File: config.mk
export PLATFORM = sky130hd
export DESIGN_NAME = number_hex_token_encoder
export DESIGN_NICKNAME = d
export VERILOG_FILES = /design/src/rtl/nhte_pkg.sv /design/src/rtl/number_hex_token_encoder.sv /design/src/rtl/nhte_front.sv /design/src/rtl/nhte_queue.sv /design/src/rtl/nhte_back.sv
export SDC_FILE = /design/constraint.sdc
export NUM_CORES = 1
export LEC_CHECK = 0
export BUFFER_PORTS_ARGS = -buffer_cell sky130_fd_sc_hd__buf_2
export CAP_MARGIN = 25
export CORE_MARGIN = 3
export CORE_UTILIZATION = 55
export CTS_CLUSTER_DIAMETER = 60
export DETAILED_ROUTE_END_ITERATION = 7
export PLACE_DENSITY = 0.73
export SLEW_MARGIN = 10
export SYNTH_ARGS = -nofsm -noshare
export SYNTH_HDL_FRONTEND = slang
export SYNTH_SLANG_ARGS = --single-unit
File: constraint.sdc
create_clock -name clk -period 9.7 [get_ports clk]
set_input_delay 1.94 -clock clk [delete_from_list [all_inputs] [get_ports clk]]
set_output_delay 1.94 -clock clk [all_outputs]
set_load 0.1 [all_outputs]
File: src/rtl/nhte_pkg.sv
`default_nettype none
package nhte_pkg;

  localparam logic [2:0] ACT_UINT   = 3'd0;
  localparam logic [2:0] ACT_SINT   = 3'd1;
  localparam logic [2:0] ACT_REAL32 = 3'd2;
  localparam logic [2:0] ACT_REAL64 = 3'd3;
  localparam logic [2:0] ACT_BYTE   = 3'd4;

  localparam logic [7:0] CHAR_MINUS = 8'h2D;
  localparam logic [7:0] CHAR_G     = 8'h47;

  // job queue depth, power of two
  localparam int QDEPTH = 2;
  localparam int QPTR_W = $clog2(QDEPTH);

  typedef struct packed {
    logic [2:0]  action;
    logic [63:0] value_bits;
  } item_t;

  typedef struct packed {
    logic [7:0] ascii_char;
    logic       last_char;
  } result_t;

  typedef struct packed {
    logic [63:0] digits;      // nibble 0 is digits[63:60]
    logic [3:0]  start;       // first nibble to emit
    logic        prefix_en;
    logic [7:0]  prefix_char;
    logic        real_alpha;  // G..V instead of 0..F
  } job_t;

  function automatic logic [7:0] hex_char(input logic [3:0] nib);
    logic [7:0] c;
    case (nib)
      4'h0: c = 8'h30;
      4'h1: c = 8'h31;
      4'h2: c = 8'h32;
      4'h3: c = 8'h33;
      4'h4: c = 8'h34;
      4'h5: c = 8'h35;
      4'h6: c = 8'h36;
      4'h7: c = 8'h37;
      4'h8: c = 8'h38;
      4'h9: c = 8'h39;
      4'hA: c = 8'h41;
      4'hB: c = 8'h42;
      4'hC: c = 8'h43;
      4'hD: c = 8'h44;
      4'hE: c = 8'h45;
      default: c = 8'h46;
    endcase
    return c;
  endfunction

  function automatic logic [7:0] real_char(input logic [3:0] nib);
    return CHAR_G + {4'd0, nib};
  endfunction

  // leading zero nibbles of a 64-bit word, 16 when all zero
  function automatic logic [4:0] lead_zero_nibbles(input logic [63:0] w);
    logic [4:0] n;
    n = 5'd16;
    for (int i = 0; i < 16; i++) begin
      if (w[4*i +: 4] != 4'h0) begin
        n = 5'(15 - i);
      end
    end
    return n;
  endfunction

endpackage
`default_nettype wire

File: src/rtl/number_hex_token_encoder.sv
// Number token encoder: turns a (kind, 64-bit value) word into its text
// token, one ASCII character per result word, last_char set on the final one.
//
// Input side is a queue write port: a word is taken on a clock edge with
// push high and full low. Kinds 5..7 are taken and dropped with no result.
// Result side is a queue read port: while empty is low the oldest character
// sits on result, and it leaves on an edge with pop high.
//
// Flow: with the block idle the first character passes the job queue, the
// job register and the output register after the input word is taken. After
// that one character leaves per cycle while pop is high; a word gives 1 to 17
// characters. The next job loads on the same edge that the previous one ends.
// A two-entry job queue between the classifier and the serializer lets a new
// word be taken while characters of earlier words are still going out.
//
// When the receiver stops popping, the output register holds its character,
// the serializer waits, the job queue fills and full rises.
// Synchronous reset empties the job queue, the serializer and the output
// register; no partial token survives reset.
`default_nettype none
module number_hex_token_encoder (
  input  wire logic              clk,
  input  wire logic              rst,
  input  wire logic              push,
  output logic                   full,
  input  wire nhte_pkg::item_t   item,
  output logic                   empty,
  input  wire logic              pop,
  output nhte_pkg::result_t      result
);

  logic           q_push;
  nhte_pkg::job_t q_job;
  logic           q_full;
  logic           q_valid;
  nhte_pkg::job_t q_head;
  logic           q_pop;

  nhte_front u_front (
    .item   (item),
    .push   (push),
    .q_full (q_full),
    .q_push (q_push),
    .q_job  (q_job)
  );

  nhte_queue u_queue (
    .clk      (clk),
    .rst      (rst),
    .push     (q_push),
    .push_job (q_job),
    .pop      (q_pop),
    .full     (q_full),
    .valid    (q_valid),
    .head     (q_head)
  );

  nhte_back u_back (
    .clk     (clk),
    .rst     (rst),
    .q_valid (q_valid),
    .q_head  (q_head),
    .q_pop   (q_pop),
    .pop     (pop),
    .empty   (empty),
    .result  (result)
  );

  assign full = q_full;

endmodule
`default_nettype wire

File: src/rtl/nhte_front.sv
`default_nettype none
module nhte_front (
  input  wire nhte_pkg::item_t item,
  input  wire logic            push,
  input  wire logic            q_full,
  output logic                 q_push,
  output nhte_pkg::job_t       q_job
);

  logic [63:0]    v;
  logic [63:0]    mag;
  logic [63:0]    swp64;
  logic [31:0]    swp32;
  logic [4:0]     lz;
  logic [3:0]     q_job_start;
  logic           known;
  logic           neg;
  nhte_pkg::job_t cls_job;

  assign v   = item.value_bits;
  assign mag = ~v + 64'd1;
  assign swp32 = {v[7:0], v[15:8], v[23:16], v[31:24]};

  always_comb begin
    for (int i = 0; i < 8; i++) begin
      swp64[8*i +: 8] = v[8*(7-i) +: 8];
    end
  end

  always_comb begin
    cls_job             = '0;
    cls_job.prefix_char = nhte_pkg::CHAR_MINUS;
    known               = 1'b1;
    neg                 = 1'b0;
    unique case (item.action) inside
      nhte_pkg::ACT_UINT, nhte_pkg::ACT_SINT: begin
        neg               = (item.action == nhte_pkg::ACT_SINT) && v[63];
        cls_job.digits    = neg ? mag : v;
        cls_job.prefix_en = neg;
      end
      nhte_pkg::ACT_REAL32: begin
        cls_job.real_alpha = 1'b1;
        cls_job.digits     = (v[30:0] == 31'd0) ? 64'd0 : {32'd0, swp32};
      end
      nhte_pkg::ACT_REAL64: begin
        cls_job.real_alpha  = 1'b1;
        cls_job.prefix_char = nhte_pkg::CHAR_G;
        cls_job.digits      = (v[62:0] == 63'd0) ? 64'd0 : swp64;
        // a leading zero nibble in a nonzero word earns a 'G' in front
        cls_job.prefix_en   = (v[62:0] != 63'd0) && (swp64[63:60] == 4'h0);
      end
      nhte_pkg::ACT_BYTE: begin
        cls_job.digits = {56'd0, v[7:0]};
      end
      default: begin
        known = 1'b0;
      end
    endcase
  end

  assign lz = nhte_pkg::lead_zero_nibbles(cls_job.digits);

  // zero still emits its last nibble; a byte always emits two
  always_comb begin
    if (item.action == nhte_pkg::ACT_BYTE) begin
      q_job_start = 4'd14;
    end else if (lz[4]) begin
      q_job_start = 4'd15;
    end else begin
      q_job_start = lz[3:0];
    end
  end

  always_comb begin
    q_job       = cls_job;
    q_job.start = q_job_start;
  end

  assign q_push = push && !q_full && known;

endmodule
`default_nettype wire

File: src/rtl/nhte_queue.sv
`default_nettype none
module nhte_queue (
  input  wire logic           clk,
  input  wire logic           rst,
  input  wire logic           push,
  input  wire nhte_pkg::job_t push_job,
  input  wire logic           pop,
  output logic                full,
  output logic                valid,
  output nhte_pkg::job_t      head
);

  nhte_pkg::job_t                 mem [nhte_pkg::QDEPTH];
  logic [nhte_pkg::QPTR_W-1:0]    wr_ptr;
  logic [nhte_pkg::QPTR_W-1:0]    rd_ptr;
  logic [nhte_pkg::QPTR_W:0]      count;

  assign full  = (count == (nhte_pkg::QPTR_W+1)'(nhte_pkg::QDEPTH));
  assign valid = (count != '0);
  assign head  = mem[rd_ptr];

  always_ff @(posedge clk) begin
    if (push) begin
      mem[wr_ptr] <= push_job;
    end
  end

  always_ff @(posedge clk) begin
    if (rst) begin
      wr_ptr <= '0;
      rd_ptr <= '0;
      count  <= '0;
    end else begin
      if (push) begin
        wr_ptr <= wr_ptr + 1'b1;
      end
      if (pop) begin
        rd_ptr <= rd_ptr + 1'b1;
      end
      if (push && !pop) begin
        count <= count + 1'b1;
      end else if (pop && !push) begin
        count <= count - 1'b1;
      end
    end
  end

  a_no_overflow: assert property (@(posedge clk) disable iff (rst)
    !(push && full && !pop))
    else $error("job queue overflow");
  a_no_underflow: assert property (@(posedge clk) disable iff (rst)
    !(pop && !valid))
    else $error("job queue underflow");
  a_count_bound: assert property (@(posedge clk) disable iff (rst)
    count <= (nhte_pkg::QPTR_W+1)'(nhte_pkg::QDEPTH))
    else $error("job queue count out of range");

endmodule
`default_nettype wire

File: src/rtl/nhte_back.sv
`default_nettype none
module nhte_back (
  input  wire logic           clk,
  input  wire logic           rst,
  input  wire logic           q_valid,
  input  wire nhte_pkg::job_t q_head,
  output logic                q_pop,
  input  wire logic           pop,
  output logic                empty,
  output nhte_pkg::result_t   result
);

  nhte_pkg::job_t    job;
  logic              busy;
  logic              pfx_pending;
  logic [3:0]        idx;
  logic              out_valid;
  nhte_pkg::result_t out_word;

  logic              out_load;
  logic              emit;
  logic [3:0]        nib;
  nhte_pkg::result_t ch;

  assign out_load = !out_valid || pop;
  assign emit     = busy && out_load;
  assign nib      = job.digits[{~idx, 2'b00} +: 4];

  always_comb begin
    if (pfx_pending) begin
      ch.ascii_char = job.prefix_char;
      ch.last_char  = 1'b0;
    end else begin
      ch.ascii_char = job.real_alpha ? nhte_pkg::real_char(nib) : nhte_pkg::hex_char(nib);
      ch.last_char  = (idx == 4'd15);
    end
  end

  // next job comes in on the same edge that the current one finishes
  assign q_pop = q_valid && (!busy || (emit && ch.last_char));

  always_ff @(posedge clk) begin
    if (q_pop) begin
      job <= q_head;
    end
    if (emit) begin
      out_word <= ch;
    end
  end

  always_ff @(posedge clk) begin
    if (rst) begin
      busy        <= 1'b0;
      pfx_pending <= 1'b0;
      idx         <= '0;
      out_valid   <= 1'b0;
    end else begin
      if (q_pop) begin
        busy        <= 1'b1;
        pfx_pending <= q_head.prefix_en;
        idx         <= q_head.start;
      end else if (emit) begin
        if (ch.last_char) begin
          busy <= 1'b0;
        end
        if (pfx_pending) begin
          pfx_pending <= 1'b0;
        end else begin
          idx <= idx + 4'd1;
        end
      end
      if (emit) begin
        out_valid <= 1'b1;
      end else if (pop) begin
        out_valid <= 1'b0;
      end
    end
  end

  assign empty  = !out_valid;
  assign result = out_word;

  a_pfx_busy: assert property (@(posedge clk) disable iff (rst)
    pfx_pending |-> busy)
    else $error("prefix pending with no job");
  a_stall_holds: assert property (@(posedge clk) disable iff (rst)
    (busy && out_valid && !pop) |=> ($stable(idx) && $stable(pfx_pending)))
    else $error("serializer advanced while output stalled");

endmodule
`default_nettype wire
---- Yosys cells after proc, flatten, opt, wreduce, memory -nomap -nowiden ----
Memories as Yosys holds them, arrays and structs flattened. A register that Yosys moved wholly into a read port is not among the register bits.
Index checks and enable logic that the tools add are counted.
word-level totals
  register bits after elaboration ......... 93
  latch bits .............................. 0
  RAM bits ................................ 154
  memory bits (read-only) ................. 112
  input bits .............................. 71
  output and inout bits ................... 11
  memories ................................ 2
memories
  name             depth  width  read ports  clocked after Yosys merged registers in  wr ports  RTL line          RTL
  u_queue.mem      2      77     1           1                                        1         nhte_queue.sv:13  nhte_pkg::job_t mem [nhte_pkg::QDEPTH];
  (no name shown)  16     7      1           0                                        0         nhte_pkg.sv:37    case (nib)
operators by class
  add/subtract/negate cells ............... 7
  $mul .................................... 0
  divide/modulo/power cells ............... 0
  $lt $le $gt $ge ......................... 0
  equal/unequal tests ..................... 7
  shift operators ......................... 1
  mux-type cells .......................... 44
  bitwise gates (word level) .............. 2
  reductions and logical operators ........ 47
operator list
  operator                                                                number
  64-bit one-hot mux with 4 select lines                                  1
  64-bit 2-to-1 mux                                                       2
  5-bit 2-to-1 mux                                                        16
  64-bit by 1-bit adder with 64-bit output (second input constant)        1
  64-bit NOT                                                              1
  4-bit nonzero test                                                      16
  64-bit by 7-bit variable part select with 4-bit output                  1
  63-bit logical NOT                                                      1
  63-bit nonzero test                                                     1
  32-bit 2-to-1 mux                                                       1
  31-bit logical NOT                                                      1
  4-bit 2-to-1 mux                                                        5
  1-bit 2-to-1 mux                                                        13
  2-bit nonzero test                                                      5
  1-bit logical AND                                                       9
  9-bit 2-to-1 mux                                                        1
  7-bit by 4-bit adder with 8-bit output (first input constant)           1
  8-bit 2-to-1 mux                                                        1
  7-bit 2-to-1 mux                                                        1
  3-bit by 2-bit equality test with 1-bit output (second input constant)  2
  1-bit logical NOT                                                       5
  5-bit OR reduction                                                      1
  4-bit by 1-bit adder with 4-bit output (second input constant)          1
  4-bit equality test (second input constant)                             1
  other kinds (15)                                                        20

---- Depth between registers and ports, before layout ----
Gate-level depths: netlist of the first run.
  depth after elaboration ................. 23
  mapped depth ............................ 14
  mapped depth without buffers ............ 13

---- Hierarchy ----
From an unflattened synthesis of the first run, not the netlist that was laid out.
second synthesis, totals
  cells, all modules ...................... 1068
  area total of the unflattened synthesis .. 13200.2 um^2
by module, submodules not included
  module      times used  cells each  area an instance (um^2)
  nhte_queue  1           265         5915.7
  nhte_front  1           589         3662.3
  nhte_back   1           214         3622.2

---- Worst setup path before layout of the first run ----
Ideal clock, no wire load.
  path kind ............................... input to register
  from .................................... input port item[64] (netlist name)
  to ...................................... memory u_queue.mem[0][0] (netlist name), enable pin
  library setup time ...................... 503 ps
  data arrival time ....................... 5735 ps
  slack ................................... 3462 ps
  stages on the path ...................... 5
  cells stage by stage .................... clkbuf_1 -> buf_1 -> nor2_1 -> o21ai_0 -> nor2_1
on the way
  word-level cells in the longest chain between the ends .. 6
  elaborated cells on any way between the ends .. 10
  classes of those cells .................. 4 x eq/ne; 3 x mux; 3 x reduce/logical
RTL lines
  element                                                       RTL line                        RTL
  start: declaration                                            number_hex_token_encoder.sv:26  input wire nhte_pkg::item_t item,
  3-bit equality test (no source line) (tied with other cells)  -
  5-bit OR reduction (no source line) (*)                       -
  1-bit 2-to-1 mux (*)                                          nhte_front.sv:35                unique case (item.action) inside
  1-bit logical AND (*)                                         nhte_front.sv:79                assign q_push = push && !q_full && known;
  1-bit 2-to-1 mux (*)                                          nhte_queue.sv:23                if (push) begin
  1-bit 2-to-1 mux (not written as such) (*)                    nhte_queue.sv:24                mem[wr_ptr] <= push_job;
  end: declaration                                              nhte_queue.sv:13
Mark *: on every way between the ends. The rest lies on a longest branch, timed or not.

==> metrics.yaml, run 1 <==
cts_hold_buf: 0
maxCapViolCount: 0
path_class: "input pin to flip-flop"
ir_worst_vdd_uv: 213.9
antenna_found_initial: 0
cp.required_ns: 9.90
seqPwrFrac_pct: 43.2
status: "complete, but fails checks"
fp.dieArea_sq_mm: 0.02426
dr_wl_met2_mm: 18.47
tightestPinTransition_ns: 1.046
h-tree-depth: 1
synth_cell_types: 78
dp_hpwl_mm: 28.83
fin_tns_setup_ns: 0
grt_max_degree: 74
crit_arrival_ns: 6.19
end_kind: "flip-flop"
setup_violations: 0
drive_above_1_share_pct: 22.39
core_sq_mm: 0.02196
yosysSeqAreaShare_pct: 55.26
utilization_pct: 62.67
drt-met1-wl_mm: 16.34
p_per_area_mw_per_mm2: 251.6
port_buffers: 80
start_util_pct: 56.18
crit_fanout: 18
p_clk_share_pct: 24.7
num_rows: 54
r2r-start: "u_back.idx[0]"
slew_headroom_pct: 30.01
yosys_register_bits: 231
finalCritPeriodShare_pct: 61.70
drt_iter0_markers: 1277
startpoint_type: "input pin"
timing_hold_violations_final: 0
synthesis.nets: 1122
gp_congestion: 1.028
hold_path.class: "flip-flop to flip-flop"
track_usage_pct: 33.43
top_layer: "met4"
synth.avg_cell_area_sq_um: 11.80
diodes: 0
synth-async-reset-ratio_pct: 0
p_switching_w: 0.001212
cts_num_sinks: 231
design_area_sq_mm: 0.01376
die_x_um: 155.8
cts_tree: "yes"
io_pins: 82
die_h_um: 155.8
clk_latency_ns: 0.52
nNetsFinal: 1170
rsz0062_at_grt: "false"
p_leak_nw: 4.796
power_frac_comb_pct: 32.2
vias_per_cell: 6.934
grt_pass1_wl_mm: 60.34
cts_root_buf: "clkbuf_16"
fin_crit_ns: 5.984
drv_slew: 0
violations: "design-rule violations"
met3WireLength_mm: 4.243
first_pass_iters: 8
fmax_ghz: 0.1671
route.detailed.drc: 10
switching_share_pct: 35.00
p_int_w: 0.002250
grt_pass1_vias: 9230
antenna_left: 0
dpl_cell_area_sq_mm: 0.01293
layout_commonest_cell: "edfxtp_1"
cts-buffers-inserted: 25
wire_per_inst_um: 29.41
ys_warn_count: 0
startpoint: "item[66]"
cts_buffer_depth: 3
path_clk_slew_ns: 0.06
synth_cells: 1045
finClkSkew_ns: 0.008851
netlist_area_sq_mm: 0.01234
post_cts.repair.setup_buffers: 0
dr_total_vias: 9652
final_cell_mix: "edfxtp_1, buf_2, mux2_2"
synth_flop_cell: "edfxtp_1"
min_from: "u_back.busy"
cts_resized: 0
wl_mm: 40.94
gr-total-overflow: 0
syn2layout_area_growth_pct: 11.56
synth_edf_count: 219
flip-flops by register name (all words and copies together) (netlist names), named ones only:
name and cells:
u_back.job 67, u_back.busy 1, u_back.pfx_pending 1, u_back.out_valid 1, u_queue.count 2, u_queue.wr_ptr 1
u_back.result 8, u_queue.mem 144, u_back.idx 4, u_queue.rd_ptr 1
per-stage QoR:
stage,setup WS [ns],total power (W),hold WS (ns),instances
floorplan,3.462,0.002275,0.4498,1045
global placement,2.961,0.002565,0.4832,1340
detailed placement,3.397,0.002595,0.4963,1343
CTS,3.924,0.003455,0.5127,1389
global route,3.522,0.003606,0.5217,1392
finish,3.716,0.003462,0.5018,1392
layout make-up:
cell class	count	area (sq um)
multi-input cells	704	5115
fillers	1729	8197
flip-flops and latches	231	6820
clock buffers	30	644.4
inverters	30	112.6
clock inverters	16	101.3
repair buffers	101	618.1
well taps	280	350.3
synthesized netlist by cell type (5+ instances only):
library cell | count | area [sq um]
a221oi_1 | 7 | 61.31
xnor2_1 | 29 | 254.0
nor2_1 | 66 | 247.7
inv_1 | 29 | 108.9
o22ai_1 | 9 | 56.30
mux2i_1 | 40 | 400.4
or4_1 | 10 | 75.07
nand3_1 | 18 | 90.09
edfxtp_1 | 219 | 6576
and3_1 | 6 | 37.54
mux4_2 | 8 | 180.2
nor2b_1 | 8 | 50.05
and2_1 | 7 | 43.79
a31oi_1 | 25 | 156.4
a21oi_1 | 39 | 195.2
a41oi_1 | 7 | 61.31
nand2b_1 | 7 | 43.79
nand4b_1 | 5 | 43.79
ha_1 | 6 | 75.07
and4_1 | 5 | 43.79
a22oi_1 | 15 | 112.6
nand2_1 | 56 | 210.2
a211o_1 | 5 | 43.79
dfxtp_1 | 12 | 240.2
nor3_1 | 34 | 170.2
nor4_1 | 28 | 175.2
clkbuf_1 | 65 | 244.0
o21ai_1 | 5 | 25.02
a211oi_1 | 10 | 75.07
o21ai_0 | 55 | 275.3
xor2_1 | 6 | 52.55
mux2_2 | 77 | 867.1
nand4_1 | 16 | 100.1
a21o_1 | 10 | 75.07
buf_2 | 7 | 35.03
or3_1 | 18 | 112.6
power groups by stage:
stage | registers, W | logic (W) | clock network, W
3_3_place_gp | 0.00154 | 0.00102 | 0
2_1_floorplan | 0.00157 | 0.000706 | 0
3_5_place_dp | 0.00155 | 0.00104 | 0
4_1_cts | 0.00153 | 0.00106 | 0.000865
6_report | 0.00149 | 0.00111 | 0.000854
5_1_grt | 0.00151 | 0.00119 | 0.000906
cells by family after synthesis:
logic type	synth area share, %
buffers and inverters	3.601
other	0.03040
flip-flops	55.26
adder cells (fa/ha/maj)	0.6086
AND/OR/NAND/NOR	14.08
AO/OA/AOI/OAI	12.07
multiplexers	11.74
XOR/XNOR	2.617
worst paths after layout:
kind              slack, ns                 to  cells after the start
setup reg to reg       6.18      u_back.idx[2]                      9
hold / removal         0.50   u_back.out_valid                      2
setup / recovery       3.72  u_queue.mem[1][9]                     12
hold reg to reg        0.50   u_back.out_valid                      2
worst max-delay path, stage by stage:
cell and delay [ns]:
buf_2 0.33, nand2b_1 0.69, inv_1 0.28, nand2_1 0.38
inv_1 0.36, a222oi_1 0.45, nand2_1 0.17, nor4_1 0.72
o21a_1 0.23, o211ai_1 0.09, a311oi_1 0.35, o22ai_1 0.16
per-layer routing:
layer  vias up  track usage, %
met4         0           13.75
met2       665           52.23
met3       111           5.798
met5         -               0
met1      4713           46.87
li1       4163               -
(Power assumes the default switching activity.)
==> run 2: changes to the inputs <==
- PLACE_DENSITY: 0.73 -> 0.76
- clock period: 9.7 -> 4.9 ns (I/O delays scaled with it)
==> run 2 against run 1 <==
Net effect:
- the flow still finishes with violations (design-rule violations)
- largest power group unchanged
- combinational power increased by 100%
- clock skew is 0.0061 ns higher
- worst hold slack improved by 0.0026 ns
- die area did not move
- wire length fell by 2.5%
- register-to-register slack lost 4.4 ns
- design area grew 1.6%
- critical endpoint is now u_queue.mem[0][9]
- largest cell class unchanged
- first-iteration DRC count rose by 8.2%
- non-clock buffer count is 24 higher
- clock-buffer cell count increased by 1
==> metrics.yaml, run 2 (same netlist as run 1, synthesis figures left out) <==
status: "complete, but fails checks"  # unchanged
violations: "design-rule violations"  # unchanged
start_util_pct: 56.18  # unchanged
ir_worst_vdd_uv: 363.7  # was 213.9 uV
cts_root_buf: "clkbuf_16"  # unchanged
grt_max_degree: 74  # unchanged
fp.dieArea_sq_mm: 0.02426  # unchanged
track_usage_pct: 32.61  # was 33.43%
cts_tree: "yes"  # unchanged
maxCapViolCount: 0  # unchanged
grt_pass1_wl_mm: 59.05  # was 60.34 mm
nFillCells: 1724  # was 1,729
path_class: "input pin to flip-flop"  # unchanged
rsz0062_at_grt: "false"  # unchanged
gr-total-overflow: 0  # unchanged
gp_congestion: 1.045  # was 1.028
dpl_cell_area_sq_mm: 0.01319  # was 0.01293 sq mm
timing_hold_violations_final: 0  # unchanged
drive_above_1_share_pct: 23.88  # was 22.39%
setup_ws_ns: 0.6231  # was 3.716 ns
nNetsFinal: 1194  # was 1,170
h-tree-depth: 1  # unchanged
dp_slack_ns: 0.3578  # was 3.397 ns
final_cell_mix: "edfxtp_1, buf_2, mux2_2"  # unchanged
finClkSkew_ns: 0.01497  # was 0.008851 ns
syn2layout_area_growth_pct: 13.31  # was 11.56%
slew_headroom_pct: 33.06  # was 30.01%
clk_latency_ns: 0.52  # about the same
dr_total_vias: 9776  # was 9,652
crit_arrival_ns: 4.60  # was 6.19 ns
p_leak_nw: 4.930  # was 4.796 nW
first_pass_iters: 8  # unchanged
cts_buffer_depth: 3  # unchanged
finalCritPeriodShare_pct: 87.28
cts-buffers-inserted: 25  # unchanged
slowest_stage: "a22oi_1"  # was nor4_1
core_sq_mm: 0.02196  # unchanged
top_register: "u_queue.mem"  # unchanged
io_pins: 82  # unchanged
vias_per_cell: 6.909  # was 6.934
route.detailed.drc: 7  # was 10
path_clk_slew_ns: 0.06  # about the same
cts_num_sinks: 231  # unchanged
wire_per_inst_um: 28.20  # was 29.41 um
fin_crit_ns: 4.277
total_power_w: 0.006916  # was 0.003462 W
cts_hold_buf: 0  # unchanged
tightestPinTransition_ns: 0.9916  # was 1.046 ns
grt_pass1_vias: 9142  # was 9,230
die_h_um: 155.8  # unchanged
die_x_um: 155.8  # unchanged
p_per_area_mw_per_mm2: 494.8  # was 251.6 mW/mm^2
end_kind: "flip-flop"  # unchanged
antenna_left: 0  # unchanged
max_stage_delay_ns: 0.49  # was 0.72 ns
port_buffers: 80  # unchanged
cp.required_ns: 5.22  # was 9.90 ns
wl_mm: 39.90  # was 40.94 mm
cts_resized: 0  # unchanged
whs_ns: 0.5043  # was 0.5018 ns
num_rows: 54  # unchanged
crit_fanout: 17  # was 18
cp_cell_sequence: "buf_2 > nand2b_1 > inv_1 > nand2_1 > inv_1 > a22oi_1 > o21ai_0 > mux2_2 > nand2b_1 > nor4_2 > and4_1 > and3b_1 > a31oi_1 > o22ai_1"  # was buf_2 > nand2b_1 > inv_1 > nand2_1 > inv_1 > a222oi_1 > nand2_1 > nor4_1 > o21a_1 > o211ai_1 > a311oi_1 > o22ai_1
dp_hpwl_mm: 29.19  # was 28.83 mm
cp_top_family: "simple AND/OR/NAND/NOR gates"  # unchanged
post_cts.repair.setup_buffers: 0  # unchanged
drt_iter0_markers: 1382  # was 1,277
fmax_ghz: 0.2338
design_area_sq_mm: 0.01398  # was 0.01376 sq mm
startpoint_type: "input pin"  # unchanged
utilization_pct: 63.65  # was 62.67%
diodes: 0  # unchanged
crit_buf_inv: 3  # unchanged
hold_path.class: "flip-flop to flip-flop"  # unchanged
largest_register_ffs: 144  # unchanged
layout_commonest_cell: "edfxtp_1"  # unchanged
antenna_found_initial: 0  # unchanged
drv_slew: 0  # unchanged
setup_violations: 0  # unchanged
[run 2: changes by cell type in the layout (fill, tap and decap cells not counted), moves of 2 or more]
cell      change
buf_4        +21
buf_12        +6
buf_16        -2
clkinv_2      -2
[run 2: final timing paths]
path	to	slack (ns)	start	depth (start not counted)
setup / recovery	u_queue.mem[0][9]	0.62	item[66]	14
hold / removal	u_back.out_valid	0.50	u_back.busy	2
setup reg to reg	u_back.result[1]	1.78	u_back.idx[1]	9
hold reg to reg	u_back.out_valid	0.50	u_back.busy	2
[run 2: layer usage]
metal | wire, um | part of all wire [%] | global-route usage (%) | up-vias
li1 | - | - | - | 4214
met1 | 15750 | 39 | 45.60 | 4734
met2 | 17680 | 44 | 50.09 | 679
met3 | 3919 | 9.8 | 5.270 | 149
met4 | 2547 | 6.4 | 15.98 | 0
met5 | 0 | 0 | 0 | -
[run 2: worst min-delay path, stage by stage (launching register included)]
cell and delay (ns):
dfxtp_1 0.34, nor2_1 0.06, nor2_1 0.07
[run 2: final cells by class]
| class | instances | area, sq um | area share, % |
|---|---|---|---|
| clock buffers | 31 | 648.1 | 4.637 |
| clock inverters | 14 | 111.4 | 0.7967 |
| repair buffers | 125 | 830.8 | 5.944 |
| well taps | 280 | 350.3 | 2.506 |
| inverters | 30 | 112.6 | 0.8057 |
| flip-flops and latches | 231 | 6820 | 48.80 |
| multi-input cells | 704 | 5104 | 36.51 |
[run 2: where the power goes]
part | switching [W] | total, W | internal [W] | leakage, nW
logic | 0.00144 | 0.00224 | 0.000797 | 2.40
registers | 0.000204 | 0.00294 | 0.00274 | 2.16
clock network | 0.000743 | 0.00174 | 0.000996 | 0.372
total | 0.00239 | 0.00692 | 0.00453 | 4.93
[run 2: per-stage QoR]
| step | setup TNS [ns] | std cells |
|---|---|---|
| 6_report | 0 | 1415 |
| 3_5_place_dp | 0 | 1368 |
| 5_1_grt | 0 | 1415 |
| 4_1_cts | 0 | 1413 |
| 3_3_place_gp | 0 | 1368 |
| 2_1_floorplan | -54.44 | 1045 |
